==> src/rtl/core/athash_pkg.sv <==
// Shared types and constants for the allocation tracking hash table.
// Used by athash_ctrl, athash_dp and allocation_tracking_hash_table_unit.
package athash_pkg;

    localparam int unsigned TABLE_DEPTH_DEFAULT = 1024;

    localparam int unsigned ADDR_W   = 48;
    localparam int unsigned SIZE_W   = 32;
    localparam int unsigned CNT_W    = 32;
    localparam int unsigned SLOT_W   = 10;
    localparam int unsigned STATUS_W = 3;

    // Home slot remainder folds in one address digit in two steps:
    // multiply by the reciprocal of the depth, then subtract quotient times depth.
    localparam int unsigned MOD_DIGIT_W = 16;
    localparam int unsigned MOD_DIGITS  = ADDR_W / MOD_DIGIT_W;
    localparam int unsigned MOD_STEPS   = 2 * MOD_DIGITS;
    localparam int unsigned MOD_CNT_W   = $clog2(MOD_STEPS);

    localparam logic OP_ALLOC = 1'b0;
    localparam logic OP_FREE  = 1'b1;

    typedef enum logic [STATUS_W-1:0] {
        STS_OK      = 3'd0,
        STS_DUP     = 3'd1,
        STS_FULL    = 3'd2,
        STS_UNKNOWN = 3'd3,
        STS_ZERO    = 3'd4
    } status_t;

    typedef enum logic [2:0] {
        S_CLEAR,
        S_IDLE,
        S_MOD,
        S_PROBE,
        S_COMMIT,
        S_RESULT
    } state_t;

    typedef struct packed {
        logic clr_step;
        logic take;
        logic mod_step;
        logic probe_step;
        logic commit;
        logic load_result;
    } cmd_t;

    typedef struct packed {
        logic clr_last;
        logic addr_zero;
        logic mod_last;
        logic probe_done;
        logic probe_hit;
        logic out_busy;
    } sts_t;

endpackage

==> src/rtl/core/athash_ctrl.sv <==
// Sequencer for the allocation tracking hash table.
// Depends on athash_pkg; drives athash_dp through cmd_t and reads sts_t.
module athash_ctrl (
    input  logic              clk,
    input  logic              rst_n,
    input  logic              in_valid,
    output logic              in_ready,
    input  athash_pkg::sts_t  sts,
    output athash_pkg::cmd_t  cmd
);
    import athash_pkg::*;

    state_t state_reg;
    state_t state_next;

    always_ff @(posedge clk or negedge rst_n)
    begin
        if (!rst_n)
        begin
            state_reg <= S_CLEAR;
        end
        else
        begin
            state_reg <= state_next;
        end
    end

    always_comb
    begin
        state_next = state_reg;
        unique case (state_reg)
            S_CLEAR:
            begin
                if (sts.clr_last)
                begin
                    state_next = S_IDLE;
                end
            end
            S_IDLE:
            begin
                if (in_valid)
                begin
                    state_next = S_MOD;
                end
            end
            S_MOD:
            begin
                if (sts.addr_zero)
                begin
                    state_next = S_RESULT;
                end
                else if (sts.mod_last)
                begin
                    state_next = S_PROBE;
                end
            end
            S_PROBE:
            begin
                if (sts.probe_done)
                begin
                    state_next = sts.probe_hit ? S_COMMIT : S_RESULT;
                end
            end
            S_COMMIT:
            begin
                state_next = S_RESULT;
            end
            S_RESULT:
            begin
                if (!sts.out_busy)
                begin
                    state_next = S_IDLE;
                end
            end
            default:
            begin
                state_next = S_CLEAR;
            end
        endcase
    end

    always_comb
    begin
        cmd      = '0;
        in_ready = 1'b0;
        unique case (state_reg)
            S_CLEAR:
            begin
                cmd.clr_step = 1'b1;
            end
            S_IDLE:
            begin
                in_ready = 1'b1;
                cmd.take = in_valid;
            end
            S_MOD:
            begin
                cmd.mod_step = !sts.addr_zero;
            end
            S_PROBE:
            begin
                cmd.probe_step = 1'b1;
            end
            S_COMMIT:
            begin
                cmd.commit = 1'b1;
            end
            S_RESULT:
            begin
                cmd.load_result = !sts.out_busy;
            end
            default:
            begin
                cmd = '0;
            end
        endcase
    end

endmodule

==> config.mk <==
export PLATFORM = sky130hd
export DESIGN_NAME = athash_ctrl
export DESIGN_NICKNAME = d
export VERILOG_FILES = /design/src/rtl/core/athash_pkg.sv /design/src/rtl/core/athash_ctrl.sv
export SDC_FILE = /design/constraint.sdc
export NUM_CORES = 1
export LEC_CHECK = 0
export ABC_AREA = 0
export ABC_CLOCK_PERIOD_IN_PS = 1800
export BUFFER_PORTS_ARGS = -buffer_cell sky130_fd_sc_hd__buf_4
export CAP_MARGIN = 10
export CORE_AREA = 2 2 39 41
export DETAILED_ROUTE_END_ITERATION = 16
export DIE_AREA = 0 0 41 43
export PLACE_DENSITY = 0.54
export SETUP_SLACK_MARGIN = 0.5
export SYNTH_ARGS = -nofsm -noshare
export SYNTH_HDL_FRONTEND = slang
export SYNTH_SLANG_ARGS = --single-unit
==> constraint.sdc <==
create_clock -name clk -period 1.8 [get_ports clk]
set_input_delay 0.18 -clock clk [delete_from_list [all_inputs] [get_ports clk]]
set_output_delay 0.18 -clock clk [all_outputs]
set_load 0.02 [all_outputs]
==> run metrics <==
status complete, no violations; synthesis-to-layout area growth 112%; Avg Cell Area, Syn 8.57 µm²; crit path time final approximately 1.5 ns; Post-Syn Area 283 µm²; Final GP Congestion around 0.73; Via-to-Cell Ratio 4.74; Setup crit start kind register; # DRC 0; final non-filler cell total 76; Comb power frac 0.732; Peak Freq approximately 0.68 GHz; global-route wire length before repair 1370 µm; number of DRC markers in iteration 0 2; CP Launch Point state_reg[0]; Setup-failing EPs final 0; TritonCTS clock tree yes; nets@finish 70; CTS Buf Count 3; vias in the first global route 310; Starting Density 0.204; row count 14; Final Skew between 0.0015 and 0.002 ns; sequential fraction of design power 0.154; placed cell count 63; R2R setup slack 0.33 ns; max-slew headroom at the worst pin 0.843; crit path to state_reg[0]; Leak Pwr between 0.2 and 0.3 nW; Pwr Total about 1.0 mW; Syn Inst Count 33; Pre-Repair DR Iteration Count 2; IO Port Bufs 15; Seq/Total Area, Yosys 0.265; Clk Latency, worst-skew pair 0.24 ns; #FFs+latches synth 3; routed length per instance roughly 13 µm; Slew Limit Fails 0; maxcap violations 0; CP peak stage delay ~0.47 ns; Yosys top cell by area dfrtp_1; critical path arrival 1.59 ns; Die ar. 1760 µm²; period utilization 0.816; Synth area leaders dfrtp_1 27%, nor3_1 7.1%, nor2_1 6.6%; GRT Residual Overflow 0; # IOs 16; Antenna Cells 0; Vias 360; largest net degree at the start of global routing 10; setup TNS 0 ns; initial antenna violation count 0; Async SR Flop Fraction 1.00; Main synth FF type dfrtp_1; part of the power in the clock network 0.114; Synth top area share 0.265; crit path cell chain nor3_2 > a2bb2oi_2 > o211ai_2 > mux2_4; Core Area between 1000 and 1500 µm²; worst-path maximum fanout 7; Internal Power 0.606 mW; worst endpoint required time 1.92 ns; Worst setup EP type register; fraction of layout cells with a size suffix above 1 0.733; Bufs on Longest Clock Path 2; critical path type register to register; Post-synth EDFFs 0; post-route antenna net violation count 0; Hold Path Class input port to asynchronous set/reset pin; endpoints failing hold 0; R2R cell count 4; CTS Root Buffer Type clkbuf_4; R2R Path End state_reg[0]; worst r2r src state_reg[0]; H-tree Lvls 1; clock sinks 3; Die W slightly above 40 µm; Peak VDD IR about 0.64 mV; Synth Net Count 42; Post-Route Utilization 0.432; YS warnings 0; clk slew on worst S/H paths roughly 0.04 ns; number of flip-flops in the largest register 3; Total GRT Usage 0.124; Sw Pwr about 0.44 mW; Die Ht 43 µm; Worst Tran Pin Value between 0.2 and 0.25 ns; Power Density roughly 1800 nW/µm²; Worst path slowest cell dfrtp_2; DRT Wirelength 973 µm; Synth cell types 22; Hold Slack about 0.27 ns; Sw Share 0.422; hpwl dp between 500 and 600 µm; RSZ-0062 raised after global routing yes
[power by group through the flow]
| stage | sequential, mW | combinational, mW | clock, mW |
|---|---|---|---|
| 4_1_cts | 0.155 | 0.615 | 0.121 |
| 3_5_place_dp | 0.164 | 0.499 | 0 |
| 5_1_grt | 0.168 | 0.819 | 0.132 |
| 3_3_place_gp | 0.163 | 0.504 | 0 |
| 2_1_floorplan | 0.125 | 0.404 | 0 |
| 6_report | 0.161 | 0.767 | 0.119 |
[layout make-up]
type | instances | area, µm²
Tap cell | 16 | 20.0
Inverter | 2 | 10.0
Timing Repair Buffer | 26 | 233
Multi-Input combinational cell | 25 | 231
Clock buffer | 4 | 26.3
Sequential cell | 3 | 77.6
Fill cell | 141 | 786
[stage by stage]
| step | cell area (µm²) | setup slack [ns] |
|---|---|---|
| 3_5_place_dp | 423 | 0.358 |
| 5_1_grt | 598 | 0.262 |
| 4_1_cts | 526 | 0.380 |
| 3_3_place_gp | 423 | 0.335 |
| 6_report | 598 | 0.330 |
| 2_1_floorplan | 299 | 0.496 |
[layout by cell type, fill, tap and decap left out, drive strengths merged]
cell type / n
or2b: 1
a211oi: 1
and3: 1
o221ai: 1
inv: 2
dlygate4sd3: 1
nand4b: 1
o21ai: 1
a21oi: 2
mux2: 1
nor4: 1
and2: 1
nor2: 5
a2bb2oi: 1
o211ai: 1
buf: 25
a41oi: 1
clkbuf: 4
nand2b: 2
dfrtp: 3
nor3: 4
[worst min-delay path by stage]
stage / to / from / slack [ns] / depth (start not counted)
after floorplan: state_reg[0] / rst_n / -0.12 / 0
after global placement: state_reg[2] / rst_n / -0.03 / 1
after detailed placement: state_reg[2] / rst_n / -0.03 / 1
after CTS: state_reg[0] / rst_n / 0.27 / 2
after global routing: state_reg[0] / rst_n / 0.29 / 2
final: state_reg[0] / rst_n / 0.27 / 2
[timing repair]
| item | CTS | global route |
|---|---|---|
| endpoints found under the setup margin | 8 | 9 |
| setup buffers | 5 | 3 |
| endpoints found under the hold margin | 3 | 0 |
| resized for setup | 5 | 12 |
| hold buffers | 1 | 0 |
| pin swaps | 0 | 4 |
[critical path, delay by kind of cell, from the launching register on]
family / cells / cell delay, ns
flip-flops: 1 / 0.47
AND/OR/NAND/NOR: 1 / 0.26
multiplexers: 1 / 0.32
AO/OA/AOI/OAI: 2 / 0.31
[routing by layer]
| layer | wire, µm | global-route usage | share of wire |
|---|---|---|---|
| met1 | 353 | 0.140 | 0.36 |
| met2 | 565 | 0.184 | 0.58 |
| met5 | 0 | 0 | 0 |
| met3 | 46 | 0.0628 | 0.047 |
| met4 | 8 | 0.0600 | 0.0082 |
[synthesized netlist by cell type (2+ instances only)]
cell type  number
dfrtp_1         3
nand2b_1        2
nor3_1          4
nor2_1          5
a21oi_1         2
[cells by family (layout without fill, tap and decap cells)]
logic type,Yosys count,count (layout),synth area share
flops,3,3,0.265
mux,1,1,0.0531
simple gates,16,16,0.327
buf+inv,5,32,0.111
compound gates,8,8,0.243
(Power assumes the default switching activity.)
